[src/rtl/salfu_pkg.sv]
package salfu_pkg;

  localparam int FILES   = 1024;
  localparam int ENTRIES = 16;

  localparam int ID_W    = 10;
  localparam int SIZE_W  = 20;
  localparam int USED_W  = 21;
  localparam int CNT_W   = 16;
  localparam int EIDX_W  = $clog2(ENTRIES);
  localparam int FIDX_W  = $clog2(FILES);
  localparam int CLR_W   = FIDX_W + 1;

  localparam logic [CNT_W-1:0] CNT_MAX = {CNT_W{1'b1}};

  localparam logic OP_ACCESS = 1'b0;
  localparam logic OP_INSERT = 1'b1;

  localparam logic [1:0] ST_OK  = 2'd0;
  localparam logic [1:0] ST_BIG = 2'd1;
  localparam logic [1:0] ST_RES = 2'd2;

  typedef struct packed {
    logic load;
    logic clr;
    logic scan_init;
    logic scan_rd;
    logic evict;
    logic admit;
    logic bump;
  } cmd_t;

  typedef struct packed {
    logic            clear_done;
    logic            op;
    logic            resident;
    logic            oversize;
    logic            need;
    logic            any_valid;
    logic            scan_done;
    logic [ID_W-1:0] best_file;
  } sts_t;

endpackage

[src/rtl/salfu_ctrl.sv]
module salfu_ctrl (
  input  logic                       clk,
  input  logic                       rst_n,
  input  logic                       start,
  output logic                       busy,
  input  salfu_pkg::sts_t            sts,
  output salfu_pkg::cmd_t            cmd,
  output logic                       out_strobe,
  output logic                       out_evict_valid,
  output logic [salfu_pkg::ID_W-1:0] out_evicted_id,
  output logic                       out_last,
  output logic [1:0]                 out_status
);
  import salfu_pkg::*;

  typedef enum logic [3:0] {
    S_CLEAR, S_IDLE, S_DECODE, S_CHECK, S_SCAN, S_SCAN_END, S_EVICT, S_BRD, S_BWR
  } state_t;

  state_t          state_r, state_nxt;
  logic            strobe_r, evv_r, last_r, pend_r;
  logic [ID_W-1:0] evid_r, pend_id_r;
  logic [1:0]      status_r;

  assign busy            = state_r != S_IDLE;
  assign out_strobe      = strobe_r;
  assign out_evict_valid = evv_r;
  assign out_evicted_id  = evid_r;
  assign out_last        = last_r;
  assign out_status      = status_r;

  always_comb begin
    state_nxt = state_r;
    cmd       = '0;
    unique case (state_r)
      S_CLEAR: begin
        if (sts.clear_done) state_nxt = S_IDLE;
        else cmd.clr = 1'b1;
      end
      S_IDLE: begin
        if (start) begin
          cmd.load  = 1'b1;
          state_nxt = S_DECODE;
        end
      end
      S_DECODE: begin
        if (sts.op == OP_ACCESS) state_nxt = S_BRD;
        else if (sts.resident || sts.oversize) state_nxt = S_IDLE;
        else state_nxt = S_CHECK;
      end
      S_CHECK: begin
        if (sts.need && sts.any_valid) begin
          cmd.scan_init = 1'b1;
          state_nxt     = S_SCAN;
        end else begin
          cmd.admit = 1'b1;
          state_nxt = S_BRD;
        end
      end
      S_SCAN: begin
        cmd.scan_rd = 1'b1;
        if (sts.scan_done) state_nxt = S_SCAN_END;
      end
      S_SCAN_END: state_nxt = S_EVICT;
      S_EVICT: begin
        cmd.evict = 1'b1;
        state_nxt = S_CHECK;
      end
      S_BRD: state_nxt = S_BWR;
      S_BWR: begin
        cmd.bump  = 1'b1;
        state_nxt = S_IDLE;
      end
      default: state_nxt = S_IDLE;
    endcase
  end

  always_ff @(posedge clk) begin
    if (!rst_n) begin
      state_r  <= S_CLEAR;
      strobe_r <= 1'b0;
      pend_r   <= 1'b0;
    end else begin
      state_r  <= state_nxt;
      unique case (state_r)
        S_DECODE: begin
          if (sts.op == OP_ACCESS || sts.resident || sts.oversize) begin
            strobe_r <= 1'b1;
            evv_r    <= 1'b0;
            evid_r   <= '0;
            last_r   <= 1'b1;
            if (sts.op == OP_ACCESS) status_r <= ST_OK;
            else if (sts.resident) status_r <= ST_RES;
            else status_r <= ST_BIG;
          end else begin
            strobe_r <= 1'b0;
          end
        end
        S_CHECK: begin
          status_r <= ST_OK;
          if (sts.need && sts.any_valid) begin
            strobe_r <= pend_r;
            evv_r    <= 1'b1;
            evid_r   <= pend_id_r;
            last_r   <= 1'b0;
          end else begin
            strobe_r <= 1'b1;
            evv_r    <= pend_r;
            evid_r   <= pend_r ? pend_id_r : '0;
            last_r   <= 1'b1;
          end
          pend_r <= 1'b0;
        end
        S_EVICT: begin
          strobe_r  <= 1'b0;
          pend_r    <= 1'b1;
          pend_id_r <= sts.best_file;
        end
        default: begin
          strobe_r <= 1'b0;
        end
      endcase
    end
  end

endmodule

[config.mk]
export PLATFORM = sky130hd
export DESIGN_NAME = salfu_ctrl
export DESIGN_NICKNAME = d
export VERILOG_FILES = /design/src/rtl/salfu_pkg.sv /design/src/rtl/salfu_ctrl.sv
export SDC_FILE = /design/constraint.sdc
export NUM_CORES = 1
export LEC_CHECK = 0
export BUFFER_PORTS_ARGS = -buffer_cell sky130_fd_sc_hd__buf_2
export CAP_MARGIN = 10
export CORE_AREA = 2 2 55 57
export CTS_CLUSTER_SIZE = 12
export DETAILED_ROUTE_END_ITERATION = 10
export DIE_AREA = 0 0 57 59
export PLACE_DENSITY = 0.82
export SLEW_MARGIN = 0
export SYNTH_ARGS = -nofsm -noshare
export SYNTH_HDL_FRONTEND = slang
export SYNTH_SLANG_ARGS = --single-unit
[constraint.sdc]
create_clock -name clk -period 2.1 [get_ports clk]
set_input_delay 0.42 -clock clk [delete_from_list [all_inputs] [get_ports clk]]
set_output_delay 0.42 -clock clk [all_outputs]
set_load 0.02 [all_outputs]
Yosys cells after proc, flatten, opt, wreduce, memory -nomap -nowiden
Cells that the tools add are included.
W data, S select, Z words.
Word-level totals
  word-level logic and storage cells: 67
  flip-flop bits (word level): 30
  input bits: 20
  output and inout port bits: 23
Cells by class
  eq/ne operators: 13
  reductions and logical operators: 10
  bitwise logic cells: 1
  mux-type cells: 35
Operators by type and width (number)
  $pmux W4 S8: 1
  $mux W10: 3
  $pmux W10 S2: 1
  $eq A4 B3 Y1 const B: 4
  $mux W1: 16
  $mux W4: 3
  $mux W2: 5
  $eq A4 B2 Y1 const B: 2
  $ne A2 B2 Y1 const B: 4
  $pmux W1 S2: 4
  $reduce_and A3 Y1: 2
  $eq A4 B1 Y1 const B: 1
  $eq A4 B4 Y1 const B: 1
  $logic_not A4 Y1: 1
  $ne A4 B1 Y1 const B: 1
  $pmux W2 S2: 1
  $reduce_bool A2 Y1: 2
  $logic_or A1 B1 Y1: 3
  $mux W3: 1
  $reduce_and A2 Y1: 1
  $logic_and A1 B1 Y1: 1
  $not A1 Y1: 1

Depth between registers and ports, before layout
Gate-level depths: netlist of run 1.
  depth in word-level cells: 5
  depth in mapped cells: 4
  mapped depth without buffers: 3

Least setup slack after synthesis of run 1
No wires, ideal clock.
  path kind: flip-flop to flip-flop
  start: register state_r[1]
  end: register evv_r, in the netlist out_evict_valid, enable pin
  path slack: 597 ps
  setup time: 368 ps
  period minus slack after synthesis: 1503 ps
  required time: 1732 ps
  path buffers: 1
  arrival time: 1135 ps
  cell stages (with the launch flop): 4
  cells stage by stage: dfxtp_1 buf_2 nor2b_1 o311a_1
On the way
  cells in the longest elaborated chain, start to end: 3
  elaborated cells between the ends (all ways): 5
  classes of those cells: eq/ne: 3; reduce/logical: 2
RTL lines
  start, declared: RTL line salfu_ctrl.sv:20  | state_t state_r, state_nxt;
  start signal, assigned: RTL line salfu_ctrl.sv:84  | state_r <= state_nxt;
  $eq A4 B2 Y1: RTL line salfu_ctrl.sv:85  | unique case (state_r)
  $ne A2 B2 Y1 (no source line) / $reduce_bool A2 Y1 (equally long branches)
  $reduce_and A3 Y1 (no source line) *
  end signal, assigned: RTL line salfu_ctrl.sv:108  | evv_r <= pend_r;
  end, declared: RTL line salfu_ctrl.sv:21  | logic strobe_r, evv_r, last_r, pend_r;
Every way passes the cells marked *; elsewhere a longest branch is shown, timed or not.
A chain may end at the register's enable or synchronous reset.

==> impl_metrics.ini, run 1 <==
[run_status]
outcome = finished clean

[critical_path]
slowest_delay_ns = 0.54
startpoint_type = flop
cp_max_fo = 12
critical_path_class = reg -> out
crit_path_top_delay_cell = dfxtp_1
crit_path_cell_trace = and4bb_4, nand3_1, inv_1, buf_2
worst-path-buf-inv = 2
endpoint_kind = output pin
crit_family = flip-flops
cp_data_required_time_ns = 1.68
arrival_ns = 1.50

[sta]
clock_skew_ns = 0.00535
hold_viol = 0
setup_viol = 0
min_period_ns = 1.92
rsz0062_at_grt = no
setup_tns_ns = 0
maxSlewHeadroom_pct = 69.4
slew_violations = 0
timing.fmax_mhz = 521
tightest_slew_ns = 0.457
min_period_over_period_pct = 91.3

[finish]
fin_util_pct = 57.5
final_nets = 159
drive_gt1_share_pct = 38.1
insertedDiodeCount = 0
seq_area_um2 = 842
fin_area_um2 = 1560
synthToLayoutAreaGrowth_pct = 24.2
multi_input_area_um2 = 382
stdcell_count = 170
n_fill_cell = 244

[synth]
synthDistinctLibCells = 30
ys_ff_latch = 30
synth_top_area_share_pct = 57.4
synth-edff-count = 24
syn-instance-count = 93
synth_fa_ha_area_share_pct = 0
synth.avg_cell_area_um2 = 13.5
yosysTopAreaCell = edfxtp_1
synth_mux_area_share_pct = 0.798
synth_compound_area_share_pct = 8.77
synthSimpleGateAreaFrac_pct = 20.8
async_flop_share_pct = 0
postSynthNetCount = 113
synth_area_um2 = 1250
yosysSeqAreaShare_pct = 67.0
synth_warnings = 0
synth_top_family_by_area = simple AND/OR/NAND/NOR gates
synth_top_flop_cell = edfxtp_1
synth_commonest_cells = edfxtp_1, and2_1, dfxtp_1, nor2_1, nor2b_1
synth_most_common_cell = edfxtp_1
yosys.area_share.xor_xnor_pct = 0
synth_area_leaders = edfxtp_1, dfxtp_1, and2_1

[placement]
hpwl_mm = 1.72
place.gp.congestion = 0.848
portBuffers = 42
dp.cells = 163
postPlaceCellArea_um2 = 1490

[power_and_ir_drop]
p_int_mw = 0.912
pwr-share-seq_pct = 57.4
p_sw_mw = 0.217
p_leak_nw = 0.695
pwr-share-clk_pct = 36.8
power.share.combinational_pct = 5.8
powerDensity_nw_per_um2 = 724
sw_frac_of_total_pct = 19.2
irDropWorstVdd_v = 0.000721

[die]
num_rows = 19
start_util_pct = 46.3
ioPinCount = 43
dieHeight_um = 59
dieArea_um2 = 3360
fp.coreArea_um2 = 2710
die_w_um = 57

[detailed_routing]
wl_mm = 2.20
route.detailed.drc = 0
via_per_inst = 5.18
first_pass_iters = 4
dr.first_iter.drc_count = 21
drtAntennaViolNets = 0
vias = 881
avgRoutedWirePerCell_um = 12.9

[clock_tree]
clkSinkCount = 30
clockRootBuffer = clkbuf_4
htree_levels = 2
cts_inserted_buffers = 5
path_clk_slew_ns = 0.09
cts_max_path_buffers = 2
clock_latency_ns = 0.31
ctsHoldBuffers = 0
cts_tree = done

[hold_path]
hold_class = in -> reg

[grt]
grt_pass1_wl_mm = 3.53
grt_max_degree = 15
grt_pass1_vias = 817
antenna_found_initial = 0
grt_usage_pct = 14.4
grt.overflow.total = 0

[job]
cap_viol_max_count = 0
## layer usage
metal	track usage, %	part of all wire (%)
met5	0	0
met4	9.97	2.2
met3	4.59	7.0
met2	21.7	50
met1	17.8	41
## area by class of cell
type | instances | share of cell area (%)
Clock inverter | 2 | 2.17
Sequential cell | 30 | 54.0
Timing Repair Buffer | 43 | 14.0
Clock buffer | 5 | 2.41
Tap cell | 31 | 2.49
Multi-Input combinational cell | 57 | 24.5
Inverter | 2 | 0.482
## power by group through the flow
stage                     Clock [mW]  Combinational (mW)  Sequential, mW
after floorplan                    0              0.0401           0.657
after global placement             0              0.0650           0.661
after detailed placement           0              0.0660           0.661
after CTS                      0.428              0.0662           0.647
after global routing           0.458              0.0733           0.649
final                          0.415              0.0661           0.648
## what timing repair did
item                                    4_1_cts  5_1_grt
gates resized for setup                       0        1
endpoints found under the setup margin        0        1
buffers inserted                              0        0
endpoints found under the hold margin         0        0
## sequential cells by signal, indices dropped and copies added (netlist names)
| name | count |
|---|---|
| pend_r | 1 |
| out_last | 1 |
| out_status | 2 |
| out_strobe | 1 |
| out_evict_valid | 1 |
| pend_id_r | 10 |
| state_r | 4 |
| out_evicted_id | 10 |
## worst reg2reg max path, stage by stage, from the launching register on
cell and delay (ns):
dfxtp_1 0.57, nor2b_1 0.25, and3_1 0.44
## cells in the final DEF (no fill, tap or decap), types with 2 or more instances in the layout
| cell | netlist | final |
|---|---|---|
| nand2_1 | 3 | 3 |
| and2_1 | 11 | 11 |
| o21ai_0 | 2 | 2 |
| clkbuf_4 | 0 | 5 |
| inv_1 | 2 | 2 |
| and3_1 | 3 | 3 |
| nor2_1 | 6 | 6 |
| buf_2 | 2 | 42 |
| nand2b_1 | 4 | 4 |
| a21boi_1 | 2 | 2 |
| nor2b_1 | 5 | 5 |
| a21oi_1 | 3 | 3 |
| edfxtp_1 | 24 | 24 |
| nor3_1 | 2 | 2 |
| dfxtp_1 | 6 | 5 |
| o311a_1 | 2 | 2 |
## final timing paths
check                                  start                 to  slack (ns)  cells after the start
worst min register to register  pend_id_r[7]  out_evicted_id[7]        0.53                      1
worst max register to register    state_r[2]       pend_id_r[4]        0.51                      2
worst min-delay path                  sts[9]       pend_id_r[9]        0.27                      1
worst max-delay path              state_r[1]             cmd[4]        0.18                      4
## stage by stage
step | setup WS, ns | hold slack, ns | total power [mW]
floorplan | 0.597 | 0.497 | 0.697
global placement | 0.537 | 0.507 | 0.726
detailed placement | 0.479 | 0.516 | 0.727
CTS | 0.124 | 0.261 | 1.14
global route | 0.0573 | 0.249 | 1.18
finish | 0.182 | 0.274 | 1.13
## cells by family after synthesis
logic type | after synthesis
flip-flops | 30
multiplexers | 1
buffers and inverters | 6
AND/OR/NAND/NOR | 41
AO/OA/AOI/OAI | 15
Note: power is estimated with default switching activity, not from simulation.
==> inputs of run 2 (changes only) <==
--- a/config.mk
+++ b/config.mk
@@ -11,7 +11,7 @@
 export CTS_CLUSTER_SIZE = 12
 export DETAILED_ROUTE_END_ITERATION = 10
 export DIE_AREA = 0 0 57 59
-export PLACE_DENSITY = 0.82
+export PLACE_DENSITY = 0.74
 export SLEW_MARGIN = 0
 export SYNTH_ARGS = -nofsm -noshare
 export SYNTH_HDL_FRONTEND = slang
==> run 2 against run 1 <==
  * Wire length up 4.0%
  * Critical path depth unchanged
  * Design area down 0.24%
  * Worst hold slack worse by 0.0033 ns
  * Count of clock-buffer cells in the layout up 1
  * Critical path type unchanged
  * Worst setup slack worse by 0.010 ns
  * Register-to-register slack worse by 0.09 ns
==> impl_metrics.ini, run 2 (synthesis results as in run 1) <==
[detailed_routing]
route.detailed.drc = 0
vias = 875
avgRoutedWirePerCell_um = 13.3
wl_mm = 2.28
first_pass_iters = 4
drtAntennaViolNets = 0
via_per_inst = 5.12
dr.first_iter.drc_count = 21

[finish]
final_nets = 159
synthToLayoutAreaGrowth_pct = 23.9
multi_input_area_um2 = 398
fin_util_pct = 57.4
final_cell_mix = buf_2, edfxtp_1, and2_1
insertedDiodeCount = 0
n_fill_cell = 239
seq_area_um2 = 843
drive_gt1_share_pct = 39.3
stdcell_count = 171
layout_commonest_cell = buf_2

[critical_path]
cp_max_fo = 13
r2r_end = pend_id_r[0]
critical_path_class = reg -> out
arrival_ns = 1.51
reg2reg_depth = 2
endpoint_kind = output pin
timing.rr.start = state_r[2]
startpoint_type = flop
rrSetupSlack_ns = 0.42
cp_data_required_time_ns = 1.68

[sta]
hold_viol = 0
slew_violations = 0
maxSlewHeadroom_pct = 68.6
tightest_slew_ns = 0.469
min_period_over_period_pct = 91.8
fin_hold_ws_ns = 0.271
min_period_ns = 1.93
rsz0062_at_grt = no
clock_skew_ns = 0.0127
timing.fmax_mhz = 519
setup_viol = 0
setup_tns_ns = 0

[clock_tree]
cts_inserted_buffers = 5
ctsHoldBuffers = 0
path_clk_slew_ns = 0.09
clockRootBuffer = clkbuf_4
clkSinkCount = 30
cts_tree = done
clock_latency_ns = 0.32
cts_max_path_buffers = 2
htree_levels = 2

[die]
fp.coreArea_um2 = 2710
dieArea_um2 = 3360
ioPinCount = 43
dieHeight_um = 59
die_w_um = 57
num_rows = 19
start_util_pct = 46.3

[job]
cap_viol_max_count = 0

[grt]
grtUsageMet3_pct = 5.90
use_met1_pct = 18.7
grt_busiest_layer = met2
grt_pass1_wl_mm = 3.75
gr-usage-met2_pct = 22.8
grt.overflow.total = 0
antenna_found_initial = 0
grt_pass1_vias = 838
grt_max_degree = 15
grt_usage_pct = 15.0

[placement]
portBuffers = 42
dp.cells = 163
place.gp.congestion = 0.817
hpwl_mm = 1.69

[hold_path]
hold_class = in -> reg
min_delay_path_depth = 1
min_from = sts[3]
worstHoldEndpoint = pend_id_r[3]

[power_and_ir_drop]
powerDensity_nw_per_um2 = 657
p_leak_nw = 0.687
irDropWorstVdd_v = 0.000463

[run_status]
outcome = finished clean
-- run 2: layout make-up --
class / count / share of cell area, %
clock buffer: 6 / 2.65
clock inverter: 2 / 0.563
inverter: 2 / 0.483
multi-input combinational: 57 / 25.6
sequential: 30 / 54.2
tap: 31 / 2.49
timing repair buffer: 43 / 14.0
-- run 2: what timing repair did --
item | in CTS | in global routing
endpoints found under the setup margin | 0 | 1
buffers inserted | 0 | 0
gates resized for setup | 0 | 3
-- run 2: per-layer routing --
metal	routed length, µm	vias up	part of all wire [%]
met2	1100	31	48
met5	0	-	0
met3	151	5	6.6
met1	980	406	43
met4	48	0	2.1
li1	-	433	-
-- run 2: worst max path at each step --
| stage | endpoint | slack (ns) | from |
|---|---|---|---|
| 2_1_floorplan | out_evict_valid | 0.60 | state_r[1] |
| 3_3_place_gp | cmd[1] | 0.52 | state_r[0] |
| 3_5_place_dp | cmd[1] | 0.43 | state_r[0] |
| 4_1_cts | cmd[1] | 0.06 | state_r[0] |
| 5_1_grt | cmd[2] | 0.09 | state_r[2] |
| 6_report | cmd[4] | 0.17 | state_r[2] |
-- run 2: report_power, final --
| group | leakage (nW) | total (mW) | internal (mW) | switching, mW |
|---|---|---|---|---|
| combinational | 0.367 | 0.0660 | 0.0320 | 0.0340 |
| sequential | 0.291 | 0.650 | 0.640 | 0.00949 |
| clock | 0.0297 | 0.307 | 0.125 | 0.181 |
| total | 0.687 | 1.02 | 0.797 | 0.225 |
-- run 2: stage by stage --
step	setup slack [ns]	power [mW]	instance area, µm²
final	0.172	1.02	1560
after global routing	0.0919	1.08	1560
after CTS	0.0633	1.04	1540
after detailed placement	0.428	0.727	1490
after global placement	0.518	0.726	1490
after floorplan	0.597	0.697	1250
-- run 2: critical path, cell delays in order (launching register included) --
cell	delay [ns]
dfxtp_1	0.61
and4bb_4	0.28
nand3_1	0.11
inv_1	0.04
buf_2	0.15
